--- src/sv/model_matrix_builder_defines.svh ---
// Assertion macros for the model matrix builder.
// Used by the top level only; expects clk and rst_n in scope.
`ifndef MODEL_MATRIX_BUILDER_DEFINES_SVH
`define MODEL_MATRIX_BUILDER_DEFINES_SVH

// Antecedent implies consequent in the same cycle.
`define MMB_ASSERT_NOW(lbl, ante, cons, msg) \
  lbl: assert property (@(posedge clk) disable iff (!rst_n) (ante) |-> (cons)) else $error(msg);

// Antecedent implies consequent in the next cycle.
`define MMB_ASSERT_NEXT(lbl, ante, cons, msg) \
  lbl: assert property (@(posedge clk) disable iff (!rst_n) (ante) |=> (cons)) else $error(msg);

`endif

--- src/sv/mmb_pkg.sv ---
// Shared constants, types and arithmetic helpers of the model matrix builder.
// No dependencies; the design modules and the testbench use it by scoped names.
package mmb_pkg;

  localparam int FRAC_BITS       = 16;
  localparam int TRIG_TABLE_BITS = 10;

  localparam int DEG_W   = 26;
  localparam int ELEM_W  = 32;
  localparam int PH_W    = TRIG_TABLE_BITS + 2;
  localparam int ARG_W   = TRIG_TABLE_BITS + 1;
  localparam int NUM_W   = DEG_W + TRIG_TABLE_BITS + 1;
  localparam int XA_W    = NUM_W - FRAC_BITS - 1;
  localparam int DIV_SH  = XA_W + 6;
  localparam int RECIP_W = DIV_SH - 4;
  localparam int QP_W    = XA_W + RECIP_W;
  localparam longint unsigned RECIP = ((64'd1 << DIV_SH) + 64'd44) / 64'd45;
  localparam int R_W     = 33;
  localparam int A_W     = 34;
  localparam int TERM_W  = 66 - FRAC_BITS;
  localparam int SUM_W   = TERM_W + 3;
  localparam int NSTG    = 16;

  localparam logic [31:0] SC1 = 32'd1686629713;
  localparam logic [31:0] SC3 = 32'd693598668;
  localparam logic [31:0] SC5 = 32'd85569305;
  localparam logic [31:0] SC7 = 32'd5026998;
  localparam logic [31:0] SC9 = 32'd172272;
  localparam logic [31:0] ONE_Q30 = 32'd1 << 30;
  localparam logic [31:0] ONE_FIX = 32'd1 << FRAC_BITS;

  localparam logic [1:0] COL_FIRST = 2'd0;
  localparam logic [1:0] COL_LAST  = 2'd3;

  typedef logic signed [ELEM_W-1:0] elem_t;
  typedef logic signed [DEG_W-1:0]  deg_t;
  typedef logic [XA_W-1:0]          xa_t;
  typedef logic [QP_W-1:0]          qp_t;
  typedef logic [NUM_W-1:0]         num_t;
  typedef logic [PH_W-1:0]          ph_t;
  typedef logic [ARG_W-1:0]         arg_t;
  typedef logic signed [R_W-1:0]    r_t;
  typedef logic signed [A_W-1:0]    a_t;
  typedef logic signed [TERM_W-1:0] term_t;
  typedef logic signed [SUM_W-1:0]  sum_t;
  typedef logic signed [65:0]       full_t;

  typedef struct packed {
    logic neg;
    arg_t k;
  } qarg_t;

  typedef struct packed {
    elem_t pos_x;
    elem_t pos_y;
    elem_t pos_z;
    elem_t scale_x;
    elem_t scale_y;
    elem_t scale_z;
    elem_t pivot_x;
    elem_t pivot_y;
    elem_t pivot_z;
  } xform_t;

  // Arithmetic right shift rounding half away from zero.
  function automatic logic signed [79:0] rnd_shr(input logic signed [79:0] v, input int n);
    logic [79:0] m;
    logic [79:0] r;
    m = v[79] ? 80'(-v) : 80'(v);
    r = (m + (80'd1 << (n - 1))) >> n;
    return v[79] ? -$signed(r) : $signed(r);
  endfunction

  function automatic elem_t mulq30(input elem_t a, input elem_t b);
    logic signed [63:0] p;
    p = a * b;
    return elem_t'(rnd_shr(80'(p), 30));
  endfunction

  function automatic logic [31:0] mulu30(input logic [30:0] a, input logic [31:0] b);
    logic [62:0] p;
    p = 63'(a) * 63'(b);
    return 32'(p >> 30);
  endfunction

  function automatic elem_t sat32(input logic signed [79:0] v);
    if (v > 80'sh7FFF_FFFF) begin
      return 32'sh7FFF_FFFF;
    end else if (v < -80'sh8000_0000) begin
      return 32'sh8000_0000;
    end
    return elem_t'(v);
  endfunction

  // Phase to quarter-turn argument and sign of the sine.
  function automatic qarg_t ph_to_arg(input ph_t ph);
    qarg_t a;
    arg_t  k;
    k = arg_t'(ph[TRIG_TABLE_BITS-1:0]);
    a.k = ph[TRIG_TABLE_BITS] ? (arg_t'(1) << TRIG_TABLE_BITS) - k : k;
    a.neg = ph[TRIG_TABLE_BITS+1];
    return a;
  endfunction

endpackage

--- src/sv/mmb_angle.sv ---
// Degrees to phase conversion for one angle, two register stages.
// Depends on mmb_pkg.
module mmb_angle (
  input  logic                clk,
  input  logic                en,
  input  mmb_pkg::deg_t       deg,
  output mmb_pkg::qarg_t      sin_arg,
  output mmb_pkg::qarg_t      cos_arg
);

  mmb_pkg::deg_t mag;
  mmb_pkg::num_t num;
  mmb_pkg::xa_t  xa_nxt;
  mmb_pkg::xa_t  xa_r;
  logic          neg_r;
  mmb_pkg::qp_t  qp;
  mmb_pkg::ph_t  m;
  mmb_pkg::ph_t  ph_nxt;
  mmb_pkg::ph_t  ph_r;

  always_comb begin
    mag = deg[mmb_pkg::DEG_W-1] ? mmb_pkg::deg_t'(-deg) : deg;
    num = (mmb_pkg::num_t'(unsigned'(mag)) << mmb_pkg::TRIG_TABLE_BITS)
          + (mmb_pkg::num_t'(45) << mmb_pkg::FRAC_BITS);
    // 90 << FRAC_BITS is 45 << (FRAC_BITS + 1): shift off the power of two here.
    xa_nxt = mmb_pkg::xa_t'(num >> (mmb_pkg::FRAC_BITS + 1));
    // Division by 45 through an exact reciprocal multiply.
    qp = mmb_pkg::qp_t'(xa_r) * mmb_pkg::qp_t'(mmb_pkg::RECIP);
    m = mmb_pkg::ph_t'(qp >> mmb_pkg::DIV_SH);
    ph_nxt = neg_r ? -m : m;
  end

  always_ff @(posedge clk) begin
    if (en) begin
      xa_r  <= xa_nxt;
      neg_r <= deg[mmb_pkg::DEG_W-1];
      ph_r  <= ph_nxt;
    end
  end

  assign sin_arg = mmb_pkg::ph_to_arg(ph_r);
  assign cos_arg = mmb_pkg::ph_to_arg(ph_r + (mmb_pkg::ph_t'(1) << mmb_pkg::TRIG_TABLE_BITS));

endmodule

--- config.mk ---
export PLATFORM = sky130hd
export DESIGN_NAME = mmb_angle
export DESIGN_NICKNAME = d
export VERILOG_FILES = /design/src/sv/model_matrix_builder_defines.svh /design/src/sv/mmb_pkg.sv /design/src/sv/mmb_angle.sv
export SDC_FILE = /design/constraint.sdc
export NUM_CORES = 1
export LEC_CHECK = 0
export BUFFER_PORTS_ARGS = -buffer_cell sky130_fd_sc_hd__buf_2
export CORE_ASPECT_RATIO = 0.9
export CORE_UTILIZATION = 55
export DETAILED_ROUTE_END_ITERATION = 16
export PLACE_DENSITY_LB_ADDON = 0.2
export SLEW_MARGIN = 0
export SYNTH_ARGS = -nofsm -noshare
export SYNTH_HDL_FRONTEND = slang
export SYNTH_SLANG_ARGS = --single-unit
--- constraint.sdc ---
create_clock -name clk -period 7.97 [get_ports clk]
set_input_delay 0.3985 -clock clk [delete_from_list [all_inputs] [get_ports clk]]
set_output_delay 0.3985 -clock clk [all_outputs]
set_load 0.01 [all_outputs]
==> summary.md <==
| Metric | Value |
|---|---|
| Layout cells sized above 1 | `7.605%` |
| Crit Path Category | `reg2reg` |
| Number of port buffers | `51` |
| Setup TNS | `0 ps` |
| Total number of vias | `6,378` |
| Synth area leaders | `fa_1, ha_1, edfxtp_1, inv_1, xnor2_1` |
| FP Rows | `43` |
| Clock Latency Late Sink | `300 ps` |
| Area share of the largest cell type after synthesis | `26.10%` |
| Final worst path period share | `88.03%` |
| Req. time, crit path | `8010 ps` |
| Gate Count Post-Synth | `932` |
| Unrepaired setup endpoints after global routing | `false` |
| Antenna diodes | `0` |
| Vias in the first global route | `6,322` |
| Crit path DAT | `7060 ps` |
| Die height | `121.6 um` |
| Top FF cell, synth | `edfxtp_1` |
| Die X | `134.9 um` |
| Relative slew slack | `47.25%` |
| Clock tree buffer depth | `2` |
| WL per Instance | `16.74 um` |
| Post-CTS Resized | `0` |
| WL final | `19,670 um` |
| Gp weighted congestion | `0.8974` |
| CP Capture Type | `register` |
| Synth Warn # | `0` |
| Largest net degree at the start of global routing | `34` |
| CTS HTree Levels | `2` |
| Post-CTS setup repair buffer count | `0` |
| Initial antenna violation count | `0` |
| Clock sinks | `33` |
| Mapped Nets | `1,250` |
| Effective utilization at floorplan | `56.44%` |
| Seq/Total Area, Yosys | `11.33%` |
| Min-Delay Path Class | `in2reg` |
| Final instance area | `9336 um2` |
| CTS tree | `done` |
| Multi-input logic area | `6803 um2` |
| Slew at the pin with the worst max-slew slack | `791.2 ps` |
| Status | `finished clean` |
| Cell taking the most area after synthesis | `fa_1` |
| Initial DRC count | `310` |
| Core area | `15,490 um2` |
| Flops & latches, synth | `33` |
| Worst-path clk slew | `70 ps` |
| HPWL after DPL | `17,600 um` |
| Mapped cell area | `8745 um2` |
| Yosys cell types | `65` |
| Final hold vios | `0` |
| All-layer global routing usage | `25.62%` |
| MaxCap Viol Count | `0` |
| Synth Area per Inst | `9.383 um2` |
| Register area | `991.0 um2` |
| Fillers | `1,387` |
| CTS buffer count | `5` |
| Crit start category | `register` |
| Cts hold-fix bufs | `0` |
| F_max | `142.5 MHz` |
| Final Max Tran Viols | `0` |
| Drt pass-1 iters | `5` |
| Post-DR vias/cell | `5.428` |
| Remaining global-route overflow | `0` |
| Post-synth EDFFs | `33` |
| Worst Skew | `11.68 ps` |
| Post-layout util | `60.26%` |
| # setup viols final | `0` |
| First-pass GRT wire length | `31,620 um` |
| Placed Area | `9176 um2` |
| # IOs | `52` |
| Residual DRC count | `0` |
| Number of nets with antenna violations after routing | `0` |
| Final Critical Period | `7016 ps` |
| Synth top cells by count | `inv_1, ha_1, fa_1` |
| Crit Path Max Fanout | `6` |
| Area delta synth->final | `6.768%` |
| CTS root buf | `clkbuf_16` |
| Fin nets | `1,291` |
| Ys async rst share | `0%` |
| Die area | `16,410 um2` |
| Most frequent cell after synthesis | `inv_1` |
[cell families (layout without fill, tap and decap cells)]
logic type | after synthesis | in the layout | synth area share [%]
adders and majority gates | 290 | 290 | 51.28
and+or+nand+nor | 143 | 143 | 7.827
buffers and inverters | 250 | 291 | 10.87
AOI/OAI and AO/OA | 135 | 135 | 10.57
DFF | 33 | 33 | 11.33
muxes | 3 | 3 | 0.3577
xor gates and xnor gates | 77 | 77 | 7.712
other | 1 | 1 | 0.04288
[layout make-up]
class	instances	share of cell area, %
Clock buffer	5	1.340
Sequential cell	33	10.61
Tap cell	202	2.707
Timing Repair Buffer	51	2.734
Multi-Input combinational cell	649	72.86
Clock inverter	2	0.3752
Inverter	233	9.367
[layer usage]
| metal | share of wire [%] | global-route usage, % | vias to the layer above |
|---|---|---|---|
| li1 | - | - | 3129 |
| met5 | 0 | 0 | - |
| met3 | 5.3 | 4.078 | 11 |
| met1 | 48 | 37.28 | 3117 |
| met2 | 46 | 40.95 | 121 |
| met4 | 0.91 | 3.933 | 0 |
[registers in the layout, summed over array words and instances (netlist names)]
signal,count
ph_r,12
xa_r,20
neg_r,1
[stage by stage]
stage | hold slack, ps | setup slack [ps] | instances
final | 452.2 | 954.1 | 1175
after global routing | 446.4 | 558.5 | 1175
after CTS | 439.1 | 982.6 | 1175
after detailed placement | 742.5 | 1007 | 1168
after global placement | 736.3 | 1058 | 1168
after floorplan | 497.4 | 1440 | 932
[path summary, 6_finish.rpt]
kind                  from        to  slack (ps)  cells past startpoint
setup / recovery  xa_r[17]   ph_r[9]         950                     22
hold / removal      deg[9]   xa_r[2]         450                      2
setup reg to reg  xa_r[17]   ph_r[9]         950                     22
hold reg to reg      neg_r  ph_r[11]        1050                      2
[cell usage in the layout (no fill, tap or decap), types with 2 or more instances in the layout]
cell type,synthesis,routed
nand2b_1,3,3
or2_2,5,5
o21ai_0,20,20
mux2i_1,2,2
nor4_1,4,4
fa_1,114,114
o21a_1,2,2
inv_1,232,232
and3_1,3,3
o211ai_1,6,6
and2_1,5,5
edfxtp_1,33,33
nand4_1,6,6
clkbuf_16,0,5
o2111ai_1,4,4
a211oi_1,6,6
nor3_1,7,7
nand2_1,49,49
o22ai_1,6,6
nand3_1,13,13
a31oi_1,9,9
nor2_1,34,34
o211a_1,3,3
ha_1,176,176
a21oi_1,42,42
or3_1,3,3
o221ai_1,2,2
a21o_1,11,11
xnor2_1,55,55
a32oi_1,2,2
nand3b_1,2,2
a41o_1,2,2
xor2_1,22,22
o31ai_1,3,3
or4_1,2,2
buf_2,1,51
[worst max-delay path: stages, from the launching register on]
cell and delay (ps):
edfxtp_1 500, ha_1 380, xnor2_1 270, inv_1 110, ha_1 340, fa_1 540
inv_1 80, fa_1 540, inv_1 60, fa_1 510, fa_1 490, ha_1 310
ha_1 330, a21o_1 190, a21o_1 170, a211oi_1 330, o21ai_0 210, o21ba_4 250
a211o_1 260, a2111oi_4 490, a31oi_1 180, a21oi_1 190, a31oi_1 60
Power is not shown: default switching activity piles up to over one toggle a cycle in this logic, so the estimate is an artifact.
